### config.mk
export PLATFORM = sky130hd
export DESIGN_NAME = line_edit_buffer_top
export DESIGN_NICKNAME = d
export VERILOG_FILES = /design/src/rtl/lebuf_pkg.sv /design/src/rtl/line_edit_buffer_top.sv /design/src/rtl/lebuf_ram.sv /design/src/rtl/lebuf_front.sv /design/src/rtl/lebuf_back.sv
export SDC_FILE = /design/constraint.sdc
export NUM_CORES = 1
export LEC_CHECK = 0
export ABC_AREA = 0
export ABC_CLOCK_PERIOD_IN_PS = 9500
export BUFFER_PORTS_ARGS = -buffer_cell sky130_fd_sc_hd__buf_2
export CELL_PAD_IN_SITES_DETAIL_PLACEMENT = 1
export CELL_PAD_IN_SITES_GLOBAL_PLACEMENT = 1
export CORE_UTILIZATION = 45
export CTS_CLUSTER_DIAMETER = 150
export DETAILED_ROUTE_END_ITERATION = 12
export PLACE_DENSITY_LB_ADDON = 0.1
export SYNTH_ARGS = -nofsm -noshare
export SYNTH_HDL_FRONTEND = slang
export SYNTH_SLANG_ARGS = --single-unit
### constraint.sdc
create_clock -name clock -period 9.5 [get_ports clock]
set_input_delay 0 -clock clock [delete_from_list [all_inputs] [get_ports clock]]
set_output_delay 0 -clock clock [all_outputs]
set_load 0.02 [all_outputs]
### src/rtl/lebuf_pkg.sv
package lebuf_pkg;

   // line sizing
   localparam int LINE_CAPACITY = 64;
   localparam int STORE_DEPTH   = 64;
   localparam int CAP_CLAMPED   = (LINE_CAPACITY > STORE_DEPTH) ? STORE_DEPTH :
                                  ((LINE_CAPACITY < 2) ? 2 : LINE_CAPACITY);
   localparam int ADDR_W        = $clog2(STORE_DEPTH);
   localparam int CHAR_W        = 8;
   localparam int OPC_W         = 3;
   localparam logic [ADDR_W-1:0] MAX_CHARS = ADDR_W'(CAP_CLAMPED - 1);
   localparam logic [CHAR_W-1:0] SPACE_CHAR = CHAR_W'(32);

   // command queue between front and back
   localparam int QUEUE_DEPTH = 2;
   localparam int QPTR_W      = $clog2(QUEUE_DEPTH);
   localparam int QCNT_W      = $clog2(QUEUE_DEPTH + 1);

   // opcode encoding on the request port
   localparam logic [OPC_W-1:0] OP_INSERT    = 3'd0;
   localparam logic [OPC_W-1:0] OP_BACKSPACE = 3'd1;
   localparam logic [OPC_W-1:0] OP_DELETE    = 3'd2;
   localparam logic [OPC_W-1:0] OP_LEFT      = 3'd3;
   localparam logic [OPC_W-1:0] OP_RIGHT     = 3'd4;

   typedef enum logic [2:0] {
      CMD_INSERT,
      CMD_REFUSE,
      CMD_BACKSPACE,
      CMD_DELETE,
      CMD_LEFT,
      CMD_RIGHT,
      CMD_NOP
   } cmd_kind_type;

   typedef struct packed {
      cmd_kind_type      kind;
      logic [CHAR_W-1:0] char_code;
   } cmd_type;

   typedef enum logic [1:0] {
      ST_IDLE,
      ST_SHIFT_RIGHT,
      ST_SHIFT_LEFT,
      ST_RENDER
   } back_state_type;

endpackage

### src/rtl/line_edit_buffer_top.sv
// Line edit buffer: holds one text line and a cursor, applies edit commands
// and after each command plays the line back as a run of result words.
//
// Request channel: a command word (req_opcode, req_char_code) is taken at a
// clock edge where start is high and busy is low. A two-entry command queue
// sits between the decode front and the edit/render back, so busy only rises
// when two commands are waiting behind the one being worked on.
//
// Result channel: rsp_strobe marks each word for one cycle; the receiver
// cannot hold words off. A run has line_length+1 words back to back, the
// last one a trailing space with rsp_last_of_run set.
//
// Sequence: a command is picked up from the queue; an insert then moves the
// tail right from the line end down to the cursor, a backspace or delete
// moves it left from the removed place, unless no tail moves; then the run
// plays, each word shown in the cycle after its ram read. The ram gives one
// read and one write per cycle.
// Reset: synchronous; empties the line, puts the cursor at 0 and drops
// queued commands.
module line_edit_buffer_top (
   input  logic                          clock,
   input  logic                          reset,
   input  logic                          start,
   output logic                          busy,
   input  logic [lebuf_pkg::OPC_W-1:0]   req_opcode,
   input  logic [lebuf_pkg::CHAR_W-1:0]  req_char_code,
   output logic                          rsp_strobe,
   output logic [lebuf_pkg::CHAR_W-1:0]  rsp_shown_char,
   output logic                          rsp_highlighted,
   output logic                          rsp_last_of_run,
   output logic [lebuf_pkg::ADDR_W-1:0]  rsp_cursor_index,
   output logic [lebuf_pkg::ADDR_W-1:0]  rsp_line_length,
   output logic                          rsp_refused
);
   import lebuf_pkg::*;

   logic    cmd_valid;
   logic    cmd_pop;
   cmd_type cmd;

   // decode and command queue
   lebuf_front u_front (
      .clock         (clock),
      .reset         (reset),
      .start         (start),
      .busy          (busy),
      .req_opcode    (req_opcode),
      .req_char_code (req_char_code),
      .cmd_valid     (cmd_valid),
      .cmd           (cmd),
      .cmd_pop       (cmd_pop)
   );

   // edit and render
   lebuf_back u_back (
      .clock            (clock),
      .reset            (reset),
      .cmd_valid        (cmd_valid),
      .cmd              (cmd),
      .cmd_pop          (cmd_pop),
      .rsp_strobe       (rsp_strobe),
      .rsp_shown_char   (rsp_shown_char),
      .rsp_highlighted  (rsp_highlighted),
      .rsp_last_of_run  (rsp_last_of_run),
      .rsp_cursor_index (rsp_cursor_index),
      .rsp_line_length  (rsp_line_length),
      .rsp_refused      (rsp_refused)
   );

endmodule

### src/rtl/lebuf_ram.sv
module lebuf_ram #(
   parameter int WIDTH = 8,
   parameter int DEPTH = 64
) (
   input  logic                     clock,
   input  logic                     wr_en,
   input  logic [$clog2(DEPTH)-1:0] wr_addr,
   input  logic [WIDTH-1:0]         wr_data,
   input  logic [$clog2(DEPTH)-1:0] rd_addr,
   output logic [WIDTH-1:0]         rd_data
);

   logic [WIDTH-1:0] mem_ff [DEPTH];
   logic [WIDTH-1:0] rd_data_ff;

   // one write port, registered read port
   always_ff @(posedge clock) begin
      if (wr_en) begin
         mem_ff[wr_addr] <= wr_data;
      end
      rd_data_ff <= mem_ff[rd_addr];
   end

   assign rd_data = rd_data_ff;

endmodule

### src/rtl/lebuf_front.sv
module lebuf_front (
   input  logic                             clock,
   input  logic                             reset,
   input  logic                             start,
   output logic                             busy,
   input  logic [lebuf_pkg::OPC_W-1:0]      req_opcode,
   input  logic [lebuf_pkg::CHAR_W-1:0]     req_char_code,
   output logic                             cmd_valid,
   output lebuf_pkg::cmd_type               cmd,
   input  logic                             cmd_pop
);
   import lebuf_pkg::*;

   cmd_type             queue_ff [QUEUE_DEPTH];
   logic [QPTR_W-1:0]   wr_ptr_ff, wr_ptr_in;
   logic [QPTR_W-1:0]   rd_ptr_ff, rd_ptr_in;
   logic [QCNT_W-1:0]   count_ff, count_in;
   cmd_type             decoded;
   logic                push;

   // classify the incoming word
   always_comb begin
      decoded.char_code = req_char_code;
      case (req_opcode)
         OP_INSERT:    decoded.kind = (req_char_code == '0) ? CMD_REFUSE : CMD_INSERT;
         OP_BACKSPACE: decoded.kind = CMD_BACKSPACE;
         OP_DELETE:    decoded.kind = CMD_DELETE;
         OP_LEFT:      decoded.kind = CMD_LEFT;
         OP_RIGHT:     decoded.kind = CMD_RIGHT;
         default:      decoded.kind = CMD_NOP;
      endcase
   end

   // queue occupancy and pointers
   assign busy      = (count_ff == QCNT_W'(QUEUE_DEPTH));
   assign push      = start && !busy;
   assign cmd_valid = (count_ff != '0);
   assign cmd       = queue_ff[rd_ptr_ff];

   always_comb begin
      wr_ptr_in = push ? QPTR_W'((32'(wr_ptr_ff) + 1) % QUEUE_DEPTH) : wr_ptr_ff;
      rd_ptr_in = cmd_pop ? QPTR_W'((32'(rd_ptr_ff) + 1) % QUEUE_DEPTH) : rd_ptr_ff;
      count_in  = count_ff + QCNT_W'(push) - QCNT_W'(cmd_pop);
   end

   always_ff @(posedge clock) begin
      if (reset) begin
         wr_ptr_ff <= '0;
         rd_ptr_ff <= '0;
         count_ff  <= '0;
      end else begin
         wr_ptr_ff <= wr_ptr_in;
         rd_ptr_ff <= rd_ptr_in;
         count_ff  <= count_in;
      end
   end

   // queue storage
   always_ff @(posedge clock) begin
      if (push) begin
         queue_ff[wr_ptr_ff] <= decoded;
      end
   end

endmodule

### src/rtl/lebuf_back.sv
module lebuf_back (
   input  logic                          clock,
   input  logic                          reset,
   input  logic                          cmd_valid,
   input  lebuf_pkg::cmd_type            cmd,
   output logic                          cmd_pop,
   output logic                          rsp_strobe,
   output logic [lebuf_pkg::CHAR_W-1:0]  rsp_shown_char,
   output logic                          rsp_highlighted,
   output logic                          rsp_last_of_run,
   output logic [lebuf_pkg::ADDR_W-1:0]  rsp_cursor_index,
   output logic [lebuf_pkg::ADDR_W-1:0]  rsp_line_length,
   output logic                          rsp_refused
);
   import lebuf_pkg::*;

   back_state_type      state_ff, state_in;
   logic [ADDR_W-1:0]   idx_ff, idx_in;
   logic [ADDR_W-1:0]   count_ff, count_in;
   logic [ADDR_W-1:0]   cursor_ff, cursor_in;
   logic                refused_ff, refused_in;
   logic [CHAR_W-1:0]   char_ff, char_in;
   logic                pend_valid_ff, pend_valid_in;
   logic [ADDR_W-1:0]   pend_addr_ff, pend_addr_in;
   logic                rnd_valid_ff, rnd_valid_in;
   logic [ADDR_W-1:0]   rnd_pos_ff, rnd_pos_in;
   logic                rnd_last_ff, rnd_last_in;

   logic                ram_we;
   logic [ADDR_W-1:0]   ram_wr_addr;
   logic [CHAR_W-1:0]   ram_wr_data;
   logic [ADDR_W-1:0]   ram_rd_addr;
   logic [CHAR_W-1:0]   ram_rd_data;

   logic                line_full;
   logic                shr_issue;
   logic                shl_issue;
   logic                render_last;

   lebuf_ram #(
      .WIDTH (CHAR_W),
      .DEPTH (STORE_DEPTH)
   ) u_line_ram (
      .clock   (clock),
      .wr_en   (ram_we),
      .wr_addr (ram_wr_addr),
      .wr_data (ram_wr_data),
      .rd_addr (ram_rd_addr),
      .rd_data (ram_rd_data)
   );

   // loop conditions
   assign line_full   = (count_ff >= MAX_CHARS);
   assign shr_issue   = (idx_ff > cursor_ff);
   assign shl_issue   = (({1'b0, idx_ff} + (ADDR_W+1)'(1)) < {1'b0, count_ff});
   assign render_last = (idx_ff == count_ff);

   // next state
   always_comb begin
      state_in = state_ff;
      case (state_ff)
         ST_IDLE: begin
            if (cmd_valid) begin
               case (cmd.kind)
                  CMD_INSERT:    state_in = line_full ? ST_RENDER : ST_SHIFT_RIGHT;
                  CMD_BACKSPACE: state_in = (cursor_ff != '0) ? ST_SHIFT_LEFT : ST_RENDER;
                  CMD_DELETE:    state_in = (cursor_ff < count_ff) ? ST_SHIFT_LEFT : ST_RENDER;
                  default:       state_in = ST_RENDER;
               endcase
            end
         end
         ST_SHIFT_RIGHT: begin
            if (!shr_issue && !pend_valid_ff) begin
               state_in = ST_RENDER;
            end
         end
         ST_SHIFT_LEFT: begin
            if (!shl_issue && !pend_valid_ff) begin
               state_in = ST_RENDER;
            end
         end
         ST_RENDER: begin
            if (render_last) begin
               state_in = ST_IDLE;
            end
         end
         default: state_in = ST_IDLE;
      endcase
   end

   // datapath and memory control per state
   always_comb begin
      cmd_pop       = 1'b0;
      idx_in        = idx_ff;
      count_in      = count_ff;
      cursor_in     = cursor_ff;
      refused_in    = refused_ff;
      char_in       = char_ff;
      pend_valid_in = 1'b0;
      pend_addr_in  = pend_addr_ff;
      rnd_valid_in  = 1'b0;
      rnd_pos_in    = rnd_pos_ff;
      rnd_last_in   = rnd_last_ff;
      ram_we        = 1'b0;
      ram_wr_addr   = pend_addr_ff;
      ram_wr_data   = ram_rd_data;
      ram_rd_addr   = idx_ff;
      case (state_ff)
         ST_IDLE: begin
            if (cmd_valid) begin
               cmd_pop    = 1'b1;
               char_in    = cmd.char_code;
               refused_in = 1'b0;
               idx_in     = '0;
               case (cmd.kind)
                  CMD_INSERT: begin
                     if (line_full) begin
                        refused_in = 1'b1;
                     end else begin
                        idx_in = count_ff;
                     end
                  end
                  CMD_REFUSE: refused_in = 1'b1;
                  CMD_BACKSPACE: begin
                     if (cursor_ff != '0) begin
                        cursor_in = cursor_ff - ADDR_W'(1);
                        idx_in    = cursor_ff - ADDR_W'(1);
                     end
                  end
                  CMD_DELETE: begin
                     if (cursor_ff < count_ff) begin
                        idx_in = cursor_ff;
                     end
                  end
                  CMD_LEFT: begin
                     if (cursor_ff != '0) begin
                        cursor_in = cursor_ff - ADDR_W'(1);
                     end
                  end
                  CMD_RIGHT: begin
                     if (cursor_ff < count_ff) begin
                        cursor_in = cursor_ff + ADDR_W'(1);
                     end
                  end
                  default: ;
               endcase
            end
         end
         // tail moves right: store[i] = store[i-1], from the end down to the cursor
         ST_SHIFT_RIGHT: begin
            if (pend_valid_ff) begin
               ram_we = 1'b1;
            end
            if (shr_issue) begin
               ram_rd_addr   = idx_ff - ADDR_W'(1);
               pend_valid_in = 1'b1;
               pend_addr_in  = idx_ff;
               idx_in        = idx_ff - ADDR_W'(1);
            end else if (!pend_valid_ff) begin
               ram_we      = 1'b1;
               ram_wr_addr = cursor_ff;
               ram_wr_data = char_ff;
               count_in    = count_ff + ADDR_W'(1);
               cursor_in   = cursor_ff + ADDR_W'(1);
               idx_in      = '0;
            end
         end
         // tail moves left: store[i] = store[i+1], from the removed place upward
         ST_SHIFT_LEFT: begin
            if (pend_valid_ff) begin
               ram_we = 1'b1;
            end
            if (shl_issue) begin
               ram_rd_addr   = idx_ff + ADDR_W'(1);
               pend_valid_in = 1'b1;
               pend_addr_in  = idx_ff;
               idx_in        = idx_ff + ADDR_W'(1);
            end else if (!pend_valid_ff) begin
               count_in = count_ff - ADDR_W'(1);
               idx_in   = '0;
            end
         end
         // one run position per cycle, character arrives from the ram in the next cycle
         ST_RENDER: begin
            ram_rd_addr  = idx_ff;
            rnd_valid_in = 1'b1;
            rnd_pos_in   = idx_ff;
            rnd_last_in  = render_last;
            idx_in       = render_last ? '0 : idx_ff + ADDR_W'(1);
         end
         default: ;
      endcase
   end

   always_ff @(posedge clock) begin
      if (reset) begin
         state_ff      <= ST_IDLE;
         idx_ff        <= '0;
         count_ff      <= '0;
         cursor_ff     <= '0;
         refused_ff    <= 1'b0;
         pend_valid_ff <= 1'b0;
         rnd_valid_ff  <= 1'b0;
      end else begin
         state_ff      <= state_in;
         idx_ff        <= idx_in;
         count_ff      <= count_in;
         cursor_ff     <= cursor_in;
         refused_ff    <= refused_in;
         pend_valid_ff <= pend_valid_in;
         rnd_valid_ff  <= rnd_valid_in;
      end
   end

   // payload registers
   always_ff @(posedge clock) begin
      char_ff      <= char_in;
      pend_addr_ff <= pend_addr_in;
      rnd_pos_ff   <= rnd_pos_in;
      rnd_last_ff  <= rnd_last_in;
   end

   // result word
   assign rsp_strobe       = rnd_valid_ff;
   assign rsp_shown_char   = rnd_last_ff ? SPACE_CHAR : ram_rd_data;
   assign rsp_highlighted  = (rnd_pos_ff == cursor_ff);
   assign rsp_last_of_run  = rnd_last_ff;
   assign rsp_cursor_index = cursor_ff;
   assign rsp_line_length  = count_ff;
   assign rsp_refused      = refused_ff;

endmodule

==> reports/metrics.cfg <==
[timing]
fin_skew_ps = 24.7
fmax_ghz = 0.155
fin_crit_ps = 6450
setup_viol = 0
fin_crit_sh_pct = 67.9
rsz0062_at_grt = false
setup_tns_ps = 0
slew_headroom_pct = 29.9
tightest_slew_ps = 1050
drv_slew = 0
setup_slack_ps = 3050
final-hold-violation-count = 0

[synthesis]
synth-seq-cells = 591
synth_fp_nets = 2016
synth-seq-area-share_pct = 68.3
yosys-top-cells-area = edfxtp_1 65%, nand2_1 5.9%, mux2i_1 3.5%
syn_avg_cell_area_um2 = 12.9
post-synth-top-count-cell = edfxtp_1
synthTopCellsByCount = 555 x edfxtp_1, 398 x nand2_1, 122 x nor2_1, 90 x mux2i_1, 68 x o21ai_0
syn_inst = 1969
ys_types = 69
synth_edf_count = 555
synth_top_area_share_pct = 65.5
syn_area_mm2 = 0.0255
ys_async_sr_fraction_pct = 0
yosys_warnings = 0
yosysTopAreaCell = edfxtp_1
synthFlopType = edfxtp_1

[cts]
cts.clk_slew.worst_paths_ps = 60
clk_latency_ps = 630
cts_max_level = 2
cts_max_path_buffers = 3
cts_num_sinks = 591
cts_tree = built
numCtsBuffers = 61
cts_root_buffer = clkbuf_16

[cells_and_area]
seq_area_mm2 = 0.0174
drive_gt1_share_pct = 9.84
multi_input_area_mm2 = 0.00736
antennaDiodeCount = 0
nNetsFinal = 2040
area_growth_pct = 11.2
fillers = 5617

[detailed_routing]
viasPerCell = 5.99
wirelength_mm = 75.3
vias = 16700
ant_nets = 0
firstDrtPassIters = 6
drtIter0Drc = 1274
routedWlPerCell_um = 27.0
drc = 0

[floorplan]
initial_core_util_pct = 45.8
die_w_um = 240
row_count = 86
boundaryPins = 39
fp.coreArea_mm2 = 0.0555
die_y_um = 240
die-area_mm2 = 0.0575

[worst_setup_path]
endpoint_kind = flop
r2r_start = u_back.idx_ff[2]
critPathKind = reg -> reg
critPathLaunchType = flop
r2r_cells = 16
r2r_end = u_back.u_line_ram.rd_data[3]
crit_required_ps = 10070
cp_max_fo = 81
critPathArrivalTime_ps = 7020
reg2reg_slack_ps = 3050

[grt]
grt.overflow.total = 0
grt_max_degree = 174
antenna_found_initial = 1
grt_pass1_vias = 16700
grt_pass1_wl_mm = 111
grtUsageTotal_pct = 26.4

[worst_hold_path]
hold_path_depth = 2
hp-class = in -> reg
whs_endpoint = u_front.queue_ff[0][7]
min-delay-start = req_char_code[7]

[place]
portBuffers = 38
place_congestion = 0.875
hpwl_mm = 46.4
post-place-ws_ps = 3220

[flow_run]
drv_cap = 0

[status]
status = complete, no violations

[per-stage QoR]
step / instances / area, um^2 / hold slack, ps / utilization [%]
after floorplan: 1969 / 25500 / 98.9 / -
after global placement: 2663 / 26200 / 208 / 47.2
after detailed placement: 2663 / 26200 / 209 / 47.2
after CTS: 2790 / 28300 / 88.3 / 51.0
after global routing: 2790 / 28300 / 135 / 51.0
final: 2790 / 28300 / 134 / 51.0
[layout make-up]
cell class              instances  area share, %
inverters                      33          0.438
well taps                     748           3.31
repair buffers                 80           2.01
clock buffers                  75           5.58
multi-input cells            1226           26.0
clock inverters                37           1.20
flip-flops and latches        591           61.5
[flip-flops by register name, indices dropped and copies added, names as in the netlist, 8 cells and up, named ones only]
register,cells
u_back.u_line_ram.mem_ff,512
u_back.u_line_ram.rd_data,8
u_back.char_ff,8
u_front.queue_ff,22
[repair_timing]
action                                  in CTS  in global routing
endpoints found under the setup margin       0                  0
endpoints found under the hold margin       50                  0
setup buffers                                0                  0
hold buffers                                15                  0
resized for setup                            0                  0
[critical path: stages, from the launching register on]
cell and delay, ps:
dfxtp_1 770, and3_4 320, nand3_1 90, xnor2_1 220
ha_1 340, nand3_1 80, a21oi_1 250, or3_1 510
a221oi_4 260, o2bb2ai_4 730, buf_4 880, nand2_1 110
and3_1 230, a311oi_1 460, o21ai_0 300, a32oi_1 520
mux2_2 250
[per-layer routing]
layer	global-route usage [%]	vias to the layer above	wire, um
met5	0	-	13
met4	9.26	2	2650
met3	4.17	133	4290
met2	43.0	522	36000
met1	35.9	8627	32400
li1	-	7421	-
[layout by cell type, fill, tap and decap left out, types with 15 or more instances in the layout]
cell type,instances
dfxtp_1,36
xnor2_1,17
a21oi_1,64
nand2_1,398
and3_1,48
a32oi_1,35
buf_2,38
nor2_1,122
nand3_1,58
mux2_2,29
a31oi_1,30
dlygate4sd3_1,15
o21ai_0,68
o22ai_1,16
clkbuf_16,61
ha_1,32
inv_1,31
a221oi_1,16
buf_4,25
a311oi_1,37
edfxtp_1,555
mux2i_1,89
[kinds of logic after synthesis]
logic type / after synthesis / synth area share (%)
buffers and inverters: 152 / 3.05
adder cells (fa/ha/maj): 33 / 1.65
XOR/XNOR: 26 / 0.895
AND/OR/NAND/NOR: 704 / 12.0
flip-flops: 591 / 68.3
AO/OA/AOI/OAI: 344 / 9.27
multiplexers: 119 / 4.82
[worst max-delay path by stage]
stage	endpoint	startpoint	depth (start not counted)	slack (ps)
after floorplan	u_back.u_line_ram.mem_ff[14][0]	u_back.rsp_cursor_index[2]	14	5430
after global placement	u_back.u_line_ram.rd_data[6]	u_back.idx_ff[2]	16	3190
after detailed placement	u_back.u_line_ram.rd_data[3]	u_back.idx_ff[2]	16	3220
after CTS	u_back.u_line_ram.rd_data[3]	u_back.idx_ff[2]	16	3180
after global routing	u_back.u_line_ram.rd_data[3]	u_back.idx_ff[2]	16	2780
final	u_back.u_line_ram.rd_data[3]	u_back.idx_ff[2]	16	3050
Power is left out: the tool's default activity adds up to more than one toggle a clock period on the data nets, which glitch-free logic cannot reach.
